File: src/rtl/gpio_pkg.sv
`timescale 1ns / 1ps

package gpio_pkg;

    localparam int PinCountDefault = 32;
    localparam int WordWidth       = 32;
    localparam int ModeLanes       = 16;   // pins per mode word

    // request kinds carried in tuser
    typedef enum logic [1:0] {
        REQ_READ  = 2'd0,
        REQ_WRITE = 2'd1,
        REQ_TICK  = 2'd2
    } req_t;

    // register map
    typedef enum logic [2:0] {
        REG_DATA      = 3'd0,
        REG_DIRECTION = 3'd1,
        REG_MODE_LOW  = 3'd2,
        REG_MODE_HIGH = 3'd3,
        REG_MASK      = 3'd4,
        REG_STATUS    = 3'd5,
        REG_BOTH_EDGE = 3'd6
    } reg_index_t;

    // per-pin interrupt mode codes
    localparam logic [1:0] MODE_LOW_LEVEL  = 2'd0;
    localparam logic [1:0] MODE_HIGH_LEVEL = 2'd1;
    localparam logic [1:0] MODE_RISING     = 2'd2;
    localparam logic [1:0] MODE_FALLING    = 2'd3;

    // interrupt configuration seen by the detector
    typedef struct packed {
        logic [WordWidth-1:0] mode_low;
        logic [WordWidth-1:0] mode_high;
        logic [WordWidth-1:0] both_edge;
    } irq_cfg_t;

endpackage

File: src/rtl/gpio_detect.sv
`timescale 1ns / 1ps

module gpio_detect #(
    parameter int PIN_COUNT = gpio_pkg::PinCountDefault
) (
    input  gpio_pkg::irq_cfg_t               cfg,
    input  logic [gpio_pkg::WordWidth-1:0]   levels,
    input  logic [gpio_pkg::WordWidth-1:0]   prev_levels,
    output logic [gpio_pkg::WordWidth-1:0]   hits
);
    import gpio_pkg::*;

    logic [WordWidth-1:0] rise;
    logic [WordWidth-1:0] fall;

    assign rise = levels & ~prev_levels;
    assign fall = ~levels & prev_levels;

    for (genvar p = 0; p < WordWidth; p++) begin : g_pin
        if (p < PIN_COUNT) begin : g_used
            logic [1:0] mode;
            if (p < ModeLanes) begin : g_lo
                assign mode = cfg.mode_low[2*p +: 2];
            end
            else begin : g_hi
                assign mode = cfg.mode_high[2*(p-ModeLanes) +: 2];
            end

            always_comb
            begin
                if (cfg.both_edge[p])
                begin
                    hits[p] = rise[p] | fall[p];
                end
                else
                begin
                    case (mode)
                        MODE_LOW_LEVEL:  hits[p] = ~levels[p];
                        MODE_HIGH_LEVEL: hits[p] = levels[p];
                        MODE_RISING:     hits[p] = rise[p];
                        default:         hits[p] = fall[p];
                    endcase
                end
            end
        end
        else begin : g_unused
            assign hits[p] = 1'b0;
        end
    end

endmodule

File: src/rtl/gpio_port_with_interrupt_detect_unit.sv
`timescale 1ns / 1ps

// channel  | dir | handshake            | tdata (low bit up)                  | tuser
// ---------+-----+----------------------+-------------------------------------+----------------
// s_axis   | in  | tvalid/tready        | write_data[31:0], pin_levels[63:32] | req_type[1:0],
//          |     |                      |                                     | reg_index[4:2]
// m_axis   | out | tvalid/tready        | read_data, pin_out, pin_drive_enable,| -
//          |     |                      | irq, zero pad to 104 bits           |
//
// one word per clock in steady state while m_axis_tready stays high; each word passes
// the input register, then register file update and result register together
// reset clears the port registers, the valid flags and the previous-level history
// a stalled result holds in the output register while the input register
// still takes one more word; tready upstream then drops until the result moves
// words execute strictly in arrival order, so reads see all earlier writes

module gpio_port_with_interrupt_detect_unit #(
    parameter int PIN_COUNT = gpio_pkg::PinCountDefault
) (
    input  logic         clk,
    input  logic         rst_n,

    input  logic         s_axis_tvalid,
    output logic         s_axis_tready,
    input  logic [63:0]  s_axis_tdata,   // write_data, pin_levels
    input  logic [4:0]   s_axis_tuser,   // req_type, reg_index

    output logic         m_axis_tvalid,
    input  logic         m_axis_tready,
    output logic [103:0] m_axis_tdata    // read_data, pin_out, pin_drive_enable, irq
);
    import gpio_pkg::*;

    // bits of real pins
    localparam logic [WordWidth-1:0] PinMask =
        WordWidth'((64'd1 << PIN_COUNT) - 64'd1);

    // input stage
    logic                 in_valid_reg;
    logic [63:0]          in_data_reg;
    logic [4:0]           in_user_reg;

    // port registers
    logic [WordWidth-1:0] data_reg,      data_next;
    logic [WordWidth-1:0] dir_reg,       dir_next;
    logic [WordWidth-1:0] mode_low_reg,  mode_low_next;
    logic [WordWidth-1:0] mode_high_reg, mode_high_next;
    logic [WordWidth-1:0] mask_reg,      mask_next;
    logic [WordWidth-1:0] status_reg,    status_next;
    logic [WordWidth-1:0] both_reg,      both_next;
    logic [WordWidth-1:0] prev_reg,      prev_next;

    // result stage
    logic                 out_valid_reg;
    logic [WordWidth-1:0] out_rdata_reg, rdata_next;
    logic [WordWidth-1:0] out_pin_reg;
    logic [WordWidth-1:0] out_oe_reg;
    logic                 out_irq_reg;

    logic                 advance;
    req_t                 req;
    reg_index_t           idx;
    logic [WordWidth-1:0] wdata;
    logic [WordWidth-1:0] levels;
    logic [WordWidth-1:0] hits;
    irq_cfg_t             irq_cfg;

    // the word in the input register executes when the result register is free
    assign advance       = in_valid_reg && (!out_valid_reg || m_axis_tready);
    assign s_axis_tready = !in_valid_reg || advance;

    assign req    = req_t'(in_user_reg[1:0]);
    assign idx    = reg_index_t'(in_user_reg[4:2]);
    assign wdata  = in_data_reg[31:0];
    assign levels = in_data_reg[63:32] & PinMask;

    assign irq_cfg.mode_low  = mode_low_reg;
    assign irq_cfg.mode_high = mode_high_reg;
    assign irq_cfg.both_edge = both_reg;

    gpio_detect #(
        .PIN_COUNT (PIN_COUNT)
    ) u_detect (
        .cfg         (irq_cfg),
        .levels      (levels),
        .prev_levels (prev_reg),
        .hits        (hits)
    );

    // register file update and read mux
    always_comb
    begin
        data_next      = data_reg;
        dir_next       = dir_reg;
        mode_low_next  = mode_low_reg;
        mode_high_next = mode_high_reg;
        mask_next      = mask_reg;
        status_next    = status_reg;
        both_next      = both_reg;
        prev_next      = prev_reg;
        rdata_next     = '0;

        unique case (req)
            REQ_READ:
            begin
                unique case (idx)
                    // output pins read back the data register, inputs the pads
                    REG_DATA:      rdata_next = (data_reg & dir_reg) | (levels & ~dir_reg);
                    REG_DIRECTION: rdata_next = dir_reg;
                    REG_MODE_LOW:  rdata_next = mode_low_reg;
                    REG_MODE_HIGH: rdata_next = mode_high_reg;
                    REG_MASK:      rdata_next = mask_reg;
                    REG_STATUS:    rdata_next = status_reg;
                    REG_BOTH_EDGE: rdata_next = both_reg;
                    default:       rdata_next = '0;
                endcase
            end
            REQ_WRITE:
            begin
                unique case (idx)
                    REG_DATA:      data_next      = wdata & PinMask;
                    REG_DIRECTION: dir_next       = wdata & PinMask;
                    REG_MODE_LOW:  mode_low_next  = wdata;
                    REG_MODE_HIGH: mode_high_next = wdata;
                    REG_MASK:      mask_next      = wdata & PinMask;
                    REG_STATUS:    status_next    = status_reg & ~wdata;  // write 1 to clear
                    REG_BOTH_EDGE: both_next      = wdata & PinMask;
                    default:       ;
                endcase
            end
            REQ_TICK:
            begin
                status_next = (status_reg | hits) & PinMask;
                prev_next   = levels;
            end
            default: ;
        endcase
    end

    // control and port registers
    always_ff @(posedge clk or negedge rst_n)
    begin
        if (!rst_n)
        begin
            in_valid_reg  <= 1'b0;
            out_valid_reg <= 1'b0;
            data_reg      <= '0;
            dir_reg       <= '0;
            mode_low_reg  <= '0;
            mode_high_reg <= '0;
            mask_reg      <= '0;
            status_reg    <= '0;
            both_reg      <= '0;
            prev_reg      <= '0;
        end
        else
        begin
            if (s_axis_tready)
            begin
                in_valid_reg <= s_axis_tvalid;
            end
            if (advance)
            begin
                out_valid_reg <= 1'b1;
                data_reg      <= data_next;
                dir_reg       <= dir_next;
                mode_low_reg  <= mode_low_next;
                mode_high_reg <= mode_high_next;
                mask_reg      <= mask_next;
                status_reg    <= status_next;
                both_reg      <= both_next;
                prev_reg      <= prev_next;
            end
            else if (m_axis_tready)
            begin
                out_valid_reg <= 1'b0;
            end
        end
    end

    // payload registers
    always_ff @(posedge clk)
    begin
        if (s_axis_tready && s_axis_tvalid)
        begin
            in_data_reg <= s_axis_tdata;
            in_user_reg <= s_axis_tuser;
        end
        if (advance)
        begin
            out_rdata_reg <= rdata_next;
            out_pin_reg   <= data_next;
            out_oe_reg    <= dir_next;
            out_irq_reg   <= |(status_next & mask_next);
        end
    end

    assign m_axis_tvalid = out_valid_reg;
    assign m_axis_tdata  = {7'd0, out_irq_reg, out_oe_reg, out_pin_reg, out_rdata_reg};

    // status never holds bits of absent pins
    a_status_pins: assert property (@(posedge clk) disable iff (!rst_n)
        (status_reg & ~PinMask) == '0)
        else $error("status bit set beyond pin count");

    // the reported irq matches the register state that its word left behind
    a_irq_match: assert property (@(posedge clk) disable iff (!rst_n)
        advance |=> out_irq_reg == (|(status_reg & mask_reg)))
        else $error("irq result disagrees with status and mask");

    // a status write can only clear bits
    a_status_w1c: assert property (@(posedge clk) disable iff (!rst_n)
        (advance && req == REQ_WRITE && idx == REG_STATUS)
        |=> (status_reg & ~$past(status_reg)) == '0)
        else $error("status write set a bit");

    // every tick records the sampled levels
    a_prev_track: assert property (@(posedge clk) disable iff (!rst_n)
        (advance && req == REQ_TICK) |=> prev_reg == $past(levels))
        else $error("previous levels not updated on tick");

    // state only moves when a word executes
    a_state_hold: assert property (@(posedge clk) disable iff (!rst_n)
        !advance |=> $stable(status_reg) && $stable(data_reg) && $stable(prev_reg))
        else $error("port state changed without a word");

endmodule
File: config.mk
export PLATFORM = sky130hd
export DESIGN_NAME = gpio_port_with_interrupt_detect_unit
export DESIGN_NICKNAME = d
export VERILOG_FILES = /design/src/rtl/gpio_pkg.sv /design/src/rtl/gpio_detect.sv /design/src/rtl/gpio_port_with_interrupt_detect_unit.sv
export SDC_FILE = /design/constraint.sdc
export NUM_CORES = 1
export LEC_CHECK = 0
export CAP_MARGIN = 20
export CORE_ASPECT_RATIO = 1.2
export CORE_MARGIN = 8
export CORE_UTILIZATION = 64
export CTS_CLUSTER_SIZE = 30
export DETAILED_ROUTE_END_ITERATION = 16
export DONT_BUFFER_PORTS = 1
export GPL_ROUTABILITY_DRIVEN = 0
export GPL_TIMING_DRIVEN = 0
export HOLD_SLACK_MARGIN = 0.1
export PLACE_DENSITY = 0.76
export RECOVER_POWER = 50
export SETUP_SLACK_MARGIN = 0.5
export SYNTH_ARGS = -nofsm -noshare
export SYNTH_HDL_FRONTEND = slang
export SYNTH_HIERARCHICAL = 1
export SYNTH_SLANG_ARGS = --single-unit
File: constraint.sdc
create_clock -name clk -period 5.3 [get_ports clk]
set_input_delay 0.795 -clock clk [delete_from_list [all_inputs] [get_ports clk]]
set_output_delay 0.795 -clock clk [all_outputs]
set_load 0.03 [all_outputs]
==> tab_implementation.tex, run 1 <==
\begin{tabular}{lr}
\hline
Metric & Value \\
\hline
\multicolumn{2}{l}{\textbf{Power and ir drop}} \\
\quad Power Density & roughly 450 nW/um\^{}2 \\
\quad P\_leak & 10.3 nW \\
\quad Cell Int Power & 7.16 mW \\
\quad Part of the total power dissipated in the clock network & 30.9\% \\
\quad Portion of total power attributed to combinational logic & approximately a fifth \\
\quad Switching power of the nets & about 3.5 mW \\
\quad Post-layout total power & 10.6 mW \\
\quad Peak VDD IR & around 0.33 mV \\
\quad Fraction of power spent switching nets & 32.6\% \\
\quad Share of power burned in registers & 48.3\% \\
\multicolumn{2}{l}{\textbf{Synthesis}} \\
\quad Share of the synthesized area in the top cell type & 30.1\% \\
\quad Synthesized cell area & 21500 um\^{}2 \\
\quad Most area-consuming cells after synthesis & dfrtp\_1 30\%, edfxtp\_1 23\%, mux2\_2 13\% \\
\quad Synthesized area divided by synthesized cell count & 11.5 um\^{}2 \\
\quad Number of standard cells after synthesis & 1874 \\
\quad Largest area contributor in the synthesized netlist & dfrtp\_1 \\
\quad Synthesis warning total & 6 \\
\quad Synth Register Bits & $\sim$420 \\
\quad Sequential element share of the synthesized area & 53.3\% \\
\quad Distinct cells, synth & 45 \\
\multicolumn{2}{l}{\textbf{Timing}} \\
\quad RSZ-0062 raised after global routing & no \\
\quad Post-route worst hold slack & -0.0700 ns \\
\quad Number of hold-slack violations in the final timing report & 159 \\
\quad Final critical delay including setup and external delays & 4.12 ns \\
\quad Final critical-path setup slack & 1.18 ns \\
\quad Count of final setup violators & 0 \\
\quad Final Skew & around 0.023 ns \\
\quad Final-report max-slew violation count & 34 \\
\quad Least-Margin Pin Slew & 2.40 ns \\
\quad Achievable frequency & 0.242 GHz \\
\quad Final critical-path share of the clock period & 77.8\% \\
\quad Headroom to the max-slew limit & -60.1\% \\
\multicolumn{2}{l}{\textbf{Die}} \\
\quad Placement Rows & 73 \\
\quad Die span in y & 217 um \\
\quad Die Outline Area & around 40000 um\^{}2 \\
\quad Initial core utilization & between 60\% and 70\% \\
\quad I/O pin count & 179 \\
\quad Area of the core region & 33100 um\^{}2 \\
\quad Width of the chip & approximately 180 um \\
\multicolumn{2}{l}{\textbf{Finish}} \\
\quad Number of flip-flops in the largest register & 64 \\
\quad Finished Layout Cells & 2411 \\
\quad Area of all placed cells without fillers & 23600 um\^{}2 \\
\quad Post-layout nets & 2067 \\
\quad Diode count & 0 \\
\quad Layout overhead on the synthesized area & 10.0\% \\
\quad Fraction of final layout cells sized beyond drive strength 1 & 19.7\% \\
\multicolumn{2}{l}{\textbf{GRT}} \\
\quad Global-route wire length before repair & between 100 and 150 mm \\
\quad Pin count of the biggest net entering global routing & approximately 260 \\
\quad Global-route congestion overflow total & 0 \\
\quad GR Util All Layers & 34.3\% \\
\quad Antenna violations before repair & 1 \\
\quad Via count of the first global-routing pass & roughly 16000 \\
\multicolumn{2}{l}{\textbf{Place}} \\
\quad Number of buffer cells added on primary ports & 0 \\
\quad Post-placement worst setup slack & $\sim$1.8 ns \\
\quad Placed Instance Area & about 22000 um\^{}2 \\
\quad Inst Count DP & around 2300 \\
\quad DPL Wire Length & between 40 and 50 mm \\
\multicolumn{2}{l}{\textbf{Route}} \\
\quad First-pass DRT Iterations & 5 \\
\quad Residual DRC & 0 \\
\quad Final routed wirelength across all metal layers & 68.7 mm \\
\quad Via total after detailed routing & 15887 \\
\quad Average via count per standard cell & approximately 6.6 \\
\quad Wire length per cell & 28.5 um \\
\quad Number of design-rule violations left by the first detailed-router iteration & 2087 \\
\quad DRT antenna net count & 0 \\
\multicolumn{2}{l}{\textbf{Clock tree}} \\
\quad CTS sink cnt & roughly 420 \\
\quad Post-CTS setup repair buffer count & 0 \\
\quad Clock tree from TritonCTS & built \\
\quad Worst-Skew Late Latency & approximately 0.56 ns \\
\quad Maximum buffer depth of the clock tree & 3 \\
\quad Clock buffers created by TritonCTS & 43 \\
\quad Buffer type at the clock tree root & clkbuf\_16 \\
\quad H-tree Lvls & 2 \\
\quad Post-cts sizing count & 0 \\
\quad Worst-path clk slew & 0.06 ns \\
\multicolumn{2}{l}{\textbf{Outcome}} \\
\quad Result of the run & finished with violations \\
\quad Violated checks & negative hold slack, max-capacitance violations, max-slew violations \\
\multicolumn{2}{l}{\textbf{Worst setup path}} \\
\quad Crit-path max FO & 37 \\
\quad Worst reg2reg path startpoint & m\_axis\_tvalid\$\_DFFE\_PN0P\_ \\
\quad Reg-to-reg critical path endpoint & in\_data\_reg[7]\$\_DFFE\_PP\_ \\
\quad Slowest Stage Delay on Critical Path & 1.80 ns \\
\quad Worst setup path endpoint & in\_data\_reg[7]\$\_DFFE\_PP\_ \\
\quad Critical-path cell with the highest stage delay & and2\_0 \\
\quad Setup crit start kind & flip-flop \\
\quad Startpoint of the worst setup timing path & m\_axis\_tvalid\$\_DFFE\_PN0P\_ \\
\quad Required time of the critical path & 5.47 ns \\
\quad Setup CP Type & reg2reg \\
\quad CP Data Arrival Time & 4.29 ns \\
\quad Internal reg-to-reg setup slack & 1.18 ns \\
\quad Ordered list of cells on the worst path & nand3b\_1 > and2\_0 > clkbuf\_2 \\
\quad Register-to-Register Path Depth & 3 \\
\quad Setup crit end kind & flip-flop \\
\multicolumn{2}{l}{\textbf{Flow run}} \\
\quad Number of max-capacitance violations reported & 1 \\
\multicolumn{2}{l}{\textbf{Worst hold path}} \\
\quad Min-delay worst type & in2async \\
\hline
\end{tabular}
cell families (layout without fill, tap and decap cells):
logic type      Yosys count  count (layout)  synth area share, %
xor+xnor                 32              32                 1.31
fa+ha+maj                67              67                 3.91
flops                   424             424                 53.3
buf+inv                 212             293                 4.07
compound gates          353             353                 11.1
simple gates            437             437                 8.31
mux                     348             348                 18.0
other cells               1               7               0.0175
cell usage after synthesis, drive strengths merged:
cell     count
nand2      311
mux2       293
dfrtp      258
edfxtp     166
a21oi      160
inv         99
nor2        78
ha          67
clkbuf      61
a22oi       56
mux2i       54
buf         52
xnor2       32
o21ai       21
a31oi       19
a22o        18
a2111oi     16
o22ai       15
a221oi      14
nand2b      14
a211oi      11
a21o        11
nor2b        8
a21boi       6
nand3        5
o221ai       5
and2         4
nor3         4
nand4        3
nor4         3
or3b         2
or4b         2
and3b        1
conb         1
mux4         1
nand3b       1
nor4bb       1
o2111ai      1
worst min path at each step:
stage	start	endpoint	slack [ns]	depth (start not counted)
after detailed placement	data_reg[15]$_DFFE_PN0P_	data_reg[15]$_DFFE_PN0P_	0.48	2
after CTS	rst_n	prev_reg[29]$_DFFE_PN0P_	-0.07	0
after global routing	rst_n	mode_high_reg[26]$_DFFE_PN0P_	-0.08	0
after floorplan	data_reg[13]$_DFFE_PN0P_	data_reg[13]$_DFFE_PN0P_	0.45	2
final	rst_n	prev_reg[29]$_DFFE_PN0P_	-0.07	0
after global placement	in_valid_reg$_DFFE_PN0N_	m_axis_tvalid$_DFFE_PN0P_	0.47	1
routing by layer:
layer	track usage (%)	vias to the layer above	wire [um]
li1	-	6760	-
met1	41.8	7766	24600
met2	53.1	1082	31300
met3	9.32	277	7590
met4	22.9	2	5080
met5	0	-	13
placed cells by master, fill, tap and decap left out, drive strengths merged, types with 15 or more instances in the layout:
| cell | instances |
|---|---|
| clkbuf | 118 |
| nand2 | 311 |
| mux2 | 293 |
| edfxtp | 166 |
| a31oi | 19 |
| a2111oi | 16 |
| a22o | 18 |
| a22oi | 56 |
| xnor2 | 32 |
| o21ai | 21 |
| dfrtp | 258 |
| o22ai | 15 |
| nor2 | 78 |
| a21oi | 160 |
| inv | 100 |
| ha | 67 |
| buf | 52 |
| mux2i | 54 |
power by group through the flow:
stage	clock network, mW	registers (mW)	logic (mW)
after floorplan	0	4.89	1.62
after global placement	0	5.13	2.02
after detailed placement	0	5.16	2.11
after CTS	3.30	5.10	2.14
after global routing	3.42	5.21	2.37
final	3.29	5.14	2.21
worst max-delay path: cells and delay by family, from the launching register on:
kind,cells,cell delay [ns]
buffers and inverters,1,1.00
DFF,1,0.50
and+or+nand+nor,2,2.18
stage by stage:
step,util [%],TNS [ns]
finish,71.4,0
global route,71.4,0
CTS,71.5,0
detailed placement,66.9,0
global placement,66.7,-146.46
floorplan,-,0
cell type report:
type / instances / area (um^2)
Timing Repair Buffer: 2 / 32.5
Inverter: 99 / 372
Clock inverter: 24 / 344
Sequential cell: 424 / 11400
Clock buffer: 55 / 1180
Buffer: 113 / 502
Fill cell: 2364 / 9450
Multi-Input combinational cell: 1244 / 9170
Tap cell: 450 / 563
Note: power is estimated with default switching activity, not from simulation.
==> run 2, diff against run 1 <==
- CORE_UTILIZATION: 64 -> 58
- PLACE_DENSITY: 0.76 -> 0.72
- clock period: 5.3 -> 3.6 ns (I/O delays scaled with it)
==> tab_implementation.tex, run 2 (same netlist as run 1, synthesis figures left out) <==
\begin{tabular}{lr}
\hline
Metric & Value \\
\hline
\multicolumn{2}{l}{\textbf{Finish}} \\
\quad Most common library cell in the layout ignoring fill and taps & nand2\_1 \\
\quad Area of all placed cells without fillers & 24400 um\^{}2 \\
\quad Finished Layout Cells & between 2000 and 3000 \\
\quad Number of flip-flops in the largest register & 64 \\
\quad Fraction of final layout cells sized beyond drive strength 1 & 20.4\% \\
\quad Layout overhead on the synthesized area & 13.7\% \\
\quad Post-layout nets & 2140 \\
\quad Most frequent cells in the layout & 311 x nand2\_1, 258 x dfrtp\_1, 246 x mux2\_2, 166 x edfxtp\_1, 160 x a21oi\_1 \\
\quad Diode count & 0 \\
\quad Count of filler cells inserted in the layout & 2750 \\
\multicolumn{2}{l}{\textbf{GRT}} \\
\quad Pin count of the biggest net entering global routing & between 200 and 300 \\
\quad Global-route wire length before repair & 102 mm \\
\quad Via count of the first global-routing pass & around 16000 \\
\quad Antenna violations before repair & 0 \\
\quad GR Util All Layers & 31.9\% \\
\quad Global-route congestion overflow total & 0 \\
\multicolumn{2}{l}{\textbf{Route}} \\
\quad Final routed wirelength across all metal layers & around 70 mm \\
\quad Residual DRC & 0 \\
\quad First-pass DRT Iterations & 5 \\
\quad Average via count per standard cell & 6.48 \\
\quad Wire length per cell & 27.7 um \\
\quad Number of design-rule violations left by the first detailed-router iteration & 1755 \\
\quad DRT antenna net count & 0 \\
\quad Via total after detailed routing & 16258 \\
\multicolumn{2}{l}{\textbf{Worst setup path}} \\
\quad Setup CP Type & reg2reg \\
\quad CP Data Arrival Time & 3.87 ns \\
\quad Critical-path cell with the highest stage delay & clkbuf\_1 \\
\quad Setup crit start kind & flip-flop \\
\quad Setup crit end kind & flip-flop \\
\quad Crit-path max FO & 10 \\
\quad Required time of the critical path & 4.04 ns \\
\quad Ordered list of cells on the worst path & buf\_2 > nor2b\_1 > clkbuf\_1 > nand4\_1 > clkdlybuf4s15\_1 > mux2\_2 \\
\quad Slowest Stage Delay on Critical Path & roughly 0.8 ns \\
\multicolumn{2}{l}{\textbf{Clock tree}} \\
\quad Clock tree from TritonCTS & built \\
\quad Worst-Skew Late Latency & 0.57 ns \\
\quad Clock buffers created by TritonCTS & 43 \\
\quad H-tree Lvls & 2 \\
\quad Worst-path clk slew & roughly 0.06 ns \\
\quad CTS sink cnt & $\sim$420 \\
\quad Maximum buffer depth of the clock tree & 3 \\
\quad Buffer type at the clock tree root & clkbuf\_16 \\
\quad Hold\_buf cts & 70 \\
\multicolumn{2}{l}{\textbf{Die}} \\
\quad I/O pin count & 179 \\
\quad Die Outline Area & 43400 um\^{}2 \\
\quad Placement Rows & 77 \\
\quad Initial core utilization & 58.5\% \\
\quad Width of the chip & 192 um \\
\quad Area of the core region & 36700 um\^{}2 \\
\quad Die span in y & 227 um \\
\multicolumn{2}{l}{\textbf{Timing}} \\
\quad Count of final setup violators & 0 \\
\quad Final critical-path share of the clock period & roughly 95\% \\
\quad Achievable frequency & between 0.2 and 0.3 GHz \\
\quad Post-route setup TNS & 0 ns \\
\quad Final-report max-slew violation count & 35 \\
\quad Final critical delay including setup and external delays & roughly 3.4 ns \\
\quad RSZ-0062 raised after global routing & yes \\
\quad Final Skew & 0.0187 ns \\
\quad Headroom to the max-slew limit & -23.6\% \\
\quad Number of hold-slack violations in the final timing report & 258 \\
\quad Least-Margin Pin Slew & 1.85 ns \\
\quad Post-route worst hold slack & -0.317 ns \\
\multicolumn{2}{l}{\textbf{Power and ir drop}} \\
\quad Post-layout total power & 15.5 mW \\
\quad Peak VDD IR & 0.478 mV \\
\quad P\_leak & 10.6 nW \\
\quad Power Density & about 640 nW/um\^{}2 \\
\multicolumn{2}{l}{\textbf{Place}} \\
\quad Number of buffer cells added on primary ports & 0 \\
\quad DPL Wire Length & 47.6 mm \\
\quad Placed Instance Area & 22100 um\^{}2 \\
\quad Inst Count DP & 2355 \\
\multicolumn{2}{l}{\textbf{Outcome}} \\
\quad Result of the run & finished with violations \\
\quad Violated checks & negative hold slack, max-capacitance violations, max-slew violations \\
\multicolumn{2}{l}{\textbf{Flow run}} \\
\quad Number of max-capacitance violations reported & 1 \\
\multicolumn{2}{l}{\textbf{Worst hold path}} \\
\quad Min-delay worst type & in2async \\
\hline
\end{tabular}
run 2: worst max-delay path, delay by kind of cell (launching register included):
kind / cells / cell delay (ns)
AND/OR/NAND/NOR: 2 / 0.64
buffers and inverters: 3 / 1.78
flip-flops: 1 / 0.39
multiplexers: 1 / 0.49
run 2: repair_timing:
action,CTS,global route
buffers inserted,2,2
endpoints found under the hold margin,328,258
pin swaps,1,5
resized for setup,20,41
endpoints found under the setup margin,116,50
run 2: worst paths after layout:
| path | slack (ns) | from | cells after the start | end |
|---|---|---|---|---|
| hold reg to reg | 0.50 | data_reg[12]$_DFFE_PN0P_ | 2 | data_reg[12]$_DFFE_PN0P_ |
| hold / removal | -0.32 | rst_n | 0 | data_reg[27]$_DFFE_PN0P_ |
| max in group asynchronous | 3.27 | rst_n | 0 | data_reg[9]$_DFFE_PN0P_ |
| setup / recovery | 0.17 | in_user_reg[3]$_DFFE_PP_ | 6 | both_reg[19]$_DFFE_PN0P_ |
| setup reg to reg | 0.17 | in_user_reg[3]$_DFFE_PP_ | 6 | both_reg[19]$_DFFE_PN0P_ |
| min in group clk | 0.17 | m_axis_tready | 2 | m_axis_tvalid$_DFFE_PN0P_ |
run 2: routing by layer:
layer | global-route usage [%] | up-vias | wire, um
met5 | 0 | - | 0
met4 | 24.2 | 0 | 5890
met3 | 8.15 | 327 | 6660
met2 | 49.7 | 1005 | 31700
met1 | 37.6 | 8007 | 25300
li1 | - | 6919 | -
run 2: layout make-up:
| class | instances | area [um^2] | area share [%] |
|---|---|---|---|
| timing repair buffer | 75 | 751 | 3.08 |
| tap | 474 | 593 | 2.43 |
| sequential | 424 | 11400 | 46.9 |
| clock buffer | 57 | 1210 | 4.97 |
| inverter | 99 | 372 | 1.52 |
| buffer | 113 | 579 | 2.37 |
| multi-input combinational | 1244 | 9210 | 37.7 |
| clock inverter | 22 | 250 | 1.03 |
run 2: power breakdown:
part | switching [mW] | internal [mW]
clock network | 1.94 | 2.74
logic | 1.75 | 1.57
registers | 1.43 | 6.13
total | 5.11 | 10.4
run 2: metrics by stage:
| stage | utilization (%) | setup slack, ns | hold WS (ns) |
|---|---|---|---|
| after floorplan | - | 0.626 | 0.244 |
| after global placement | 60.2 | -0.573 | 0.266 |
| after detailed placement | 60.2 | -0.0274 | 0.268 |
| after CTS | 66.3 | 0.276 | -0.319 |
| after global routing | 66.5 | 0.190 | -0.329 |
| final | 66.5 | 0.168 | -0.317 |
==> run 3, diff against run 2 <==
--- a/constraint.sdc
+++ b/constraint.sdc
@@ -3,2 +3,2 @@
 set_output_delay 0.54 -clock clk [all_outputs]
-set_load 0.03 [all_outputs]
+set_load 0.01 [all_outputs]
==> tab_implementation.tex, run 3 (same netlist as run 1, synthesis figures left out) <==
\begin{tabular}{lr}
\hline
Metric & Value \\
\hline
\multicolumn{2}{l}{\textbf{Outcome}} \\
\quad Result of the run & finished with violations \\
\quad Violated checks & negative hold slack, max-capacitance violations, max-slew violations \\
\multicolumn{2}{l}{\textbf{Timing}} \\
\quad Count of final setup violators & 0 \\
\quad Final critical-path share of the clock period & 91.0\% \\
\quad RSZ-0062 raised after global routing & yes \\
\quad Post-route worst hold slack & -0.316 ns \\
\quad Headroom to the max-slew limit & -24.6\% \\
\quad Final critical delay including setup and external delays & 3.28 ns \\
\quad Least-Margin Pin Slew & 1.87 ns \\
\quad Final-report max-slew violation count & 35 \\
\quad Number of hold-slack violations in the final timing report & 258 \\
\quad Achievable frequency & 0.305 GHz \\
\quad Final Skew & 0.0220 ns \\
\multicolumn{2}{l}{\textbf{Power and ir drop}} \\
\quad P\_leak & around 11 nW \\
\quad Cell Int Power & 10.4 mW \\
\quad Portion of total power attributed to combinational logic & 21.6\% \\
\quad Post-layout total power & 15.3 mW \\
\quad Peak VDD IR & 0.459 mV \\
\quad Share of power burned in registers & 47.8\% \\
\quad Switching power of the nets & approximately 4.9 mW \\
\quad Part of the total power dissipated in the clock network & 30.6\% \\
\quad Fraction of power spent switching nets & 31.8\% \\
\quad Power Density & 627 nW/um\^{}2 \\
\multicolumn{2}{l}{\textbf{Route}} \\
\quad Average via count per standard cell & 6.54 \\
\quad Via total after detailed routing & between 15000 and 20000 \\
\quad Residual DRC & 0 \\
\quad Final routed wirelength across all metal layers & 69.8 mm \\
\quad Wire length per cell & 27.8 um \\
\quad Number of design-rule violations left by the first detailed-router iteration & 1865 \\
\quad DRT antenna net count & 0 \\
\quad First-pass DRT Iterations & 6 \\
\multicolumn{2}{l}{\textbf{Worst setup path}} \\
\quad Crit-path max FO & 10 \\
\quad Setup crit end kind & flip-flop \\
\quad CP Data Arrival Time & 3.52 ns \\
\quad Required time of the critical path & 3.85 ns \\
\quad Startpoint of the worst setup timing path & in\_user\_reg[0]\$\_DFFE\_PP\_ \\
\quad Worst reg2reg path startpoint & in\_user\_reg[0]\$\_DFFE\_PP\_ \\
\quad Setup crit start kind & flip-flop \\
\quad Register-to-Register Path Depth & 11 \\
\quad Setup CP Type & reg2reg \\
\multicolumn{2}{l}{\textbf{Clock tree}} \\
\quad Hold\_buf cts & 70 \\
\quad H-tree Lvls & 2 \\
\quad Clock tree from TritonCTS & built \\
\quad Buffer type at the clock tree root & clkbuf\_16 \\
\quad Maximum buffer depth of the clock tree & 3 \\
\quad Worst-Skew Late Latency & 0.57 ns \\
\quad Clock buffers created by TritonCTS & 43 \\
\quad Worst-path clk slew & 0.06 ns \\
\quad CTS sink cnt & around 420 \\
\multicolumn{2}{l}{\textbf{Finish}} \\
\quad Most common library cell in the layout ignoring fill and taps & nand2\_1 \\
\quad Area of all placed cells without fillers & around 24000 um\^{}2 \\
\quad Post-layout nets & 2140 \\
\quad Fraction of final layout cells sized beyond drive strength 1 & slightly above 20\% \\
\quad Most frequent cells in the layout & 311 x nand2\_1, 258 x dfrtp\_1, 246 x mux2\_2, 166 x edfxtp\_1, 160 x a21oi\_1 \\
\quad Diode count & 0 \\
\quad Count of filler cells inserted in the layout & 2756 \\
\quad Number of flip-flops in the largest register & 64 \\
\quad Layout overhead on the synthesized area & 13.6\% \\
\quad Final cell utilization of the core & 66.5\% \\
\multicolumn{2}{l}{\textbf{Die}} \\
\quad I/O pin count & 179 \\
\quad Placement Rows & 77 \\
\quad Width of the chip & $\sim$190 um \\
\quad Area of the core region & 36700 um\^{}2 \\
\quad Initial core utilization & 58.5\% \\
\quad Die span in y & between 200 and 250 um \\
\quad Die Outline Area & 43400 um\^{}2 \\
\multicolumn{2}{l}{\textbf{GRT}} \\
\quad Global-route congestion overflow total & 0 \\
\quad Global routing met3 resource utilization & 8.45\% \\
\quad Pin count of the biggest net entering global routing & between 200 and 300 \\
\quad Via count of the first global-routing pass & 16411 \\
\quad Busiest metal layer after global routing & met2 \\
\quad Global Route met2 Usage & 49.8\% \\
\quad GR Util All Layers & between 30\% and 40\% \\
\quad Global-route wire length before repair & 102 mm \\
\quad Antenna violations before repair & 1 \\
\quad Met1 Track Usage GR & 37.4\% \\
\multicolumn{2}{l}{\textbf{Flow run}} \\
\quad Number of max-capacitance violations reported & 1 \\
\multicolumn{2}{l}{\textbf{Place}} \\
\quad Number of buffer cells added on primary ports & 0 \\
\quad DPL Wire Length & 47.6 mm \\
\quad Placed Instance Area & 22100 um\^{}2 \\
\multicolumn{2}{l}{\textbf{Worst hold path}} \\
\quad Min-delay worst type & in2async \\
\hline
\end{tabular}
[run 3: worst paths after layout]
check | endpoint | slack (ns)
max in group asynchronous | mode_low_reg[31]$_DFFE_PN0P_ | 3.04
min in group clk | m_axis_tvalid$_DFFE_PN0P_ | 0.18
setup reg to reg | out_irq_reg$_DFFE_PP_ | 0.32
setup / recovery | out_irq_reg$_DFFE_PP_ | 0.32
hold reg to reg | data_reg[12]$_DFFE_PN0P_ | 0.50
hold / removal | prev_reg[29]$_DFFE_PN0P_ | -0.32
[run 3: cell type report]
type / count / area, um^2 / area share [%]
clock inverter: 22 / 250 / 1.03
buffer: 113 / 562 / 2.30
multi-input combinational: 1244 / 9210 / 37.8
clock buffer: 57 / 1210 / 4.97
timing repair buffer: 75 / 751 / 3.08
sequential: 424 / 11400 / 46.9
tap: 474 / 593 / 2.43
inverter: 99 / 372 / 1.52
[run 3: repair_timing]
item                                    4_1_cts  5_1_grt
gates resized for setup                      15       39
hold endpoints to repair                    328      258
endpoints found under the setup margin       93       96
pin swaps                                     1        3
buffers inserted                              2        2
[run 3: critical path, cell delays in order (launching register included)]
cell	delay (ns)
edfxtp_1	0.46
inv_1	0.13
ha_1	0.23
buf_2	0.21
buf_2	0.30
clkbuf_2	0.33
a21oi_1	0.20
nor2_1	0.07
o221ai_1	0.30
o2111ai_1	0.26
nor4_2	0.23
nand4_1	0.24
[run 3: per-layer routing]
metal  wire, um  part of all wire [%]
met5         13                 0.019
met2      31700                    45
met4       6110                   8.8
met1      25200                    36
met3       6810                   9.8
[run 3: per-stage QoR]
step / TNS (ns) / setup slack [ns] / instances
after global routing: 0 / 0.300 / 2508
after floorplan: 0 / 0.677 / 1880
final: 0 / 0.325 / 2508
after CTS: 0 / 0.276 / 2506
after global placement: -71.93 / -0.569 / 2354
after detailed placement: -0.0274 / -0.0274 / 2355
[run 3: power by group through the flow]
stage / Sequential [mW] / Clock, mW / Combinational [mW]
final: 7.31 / 4.68 / 3.30
after global routing: 7.40 / 4.91 / 3.57
after CTS: 7.26 / 4.71 / 3.22
after detailed placement: 7.34 / 0 / 3.10
after global placement: 7.29 / 0 / 2.97
after floorplan: 6.92 / 0 / 2.38
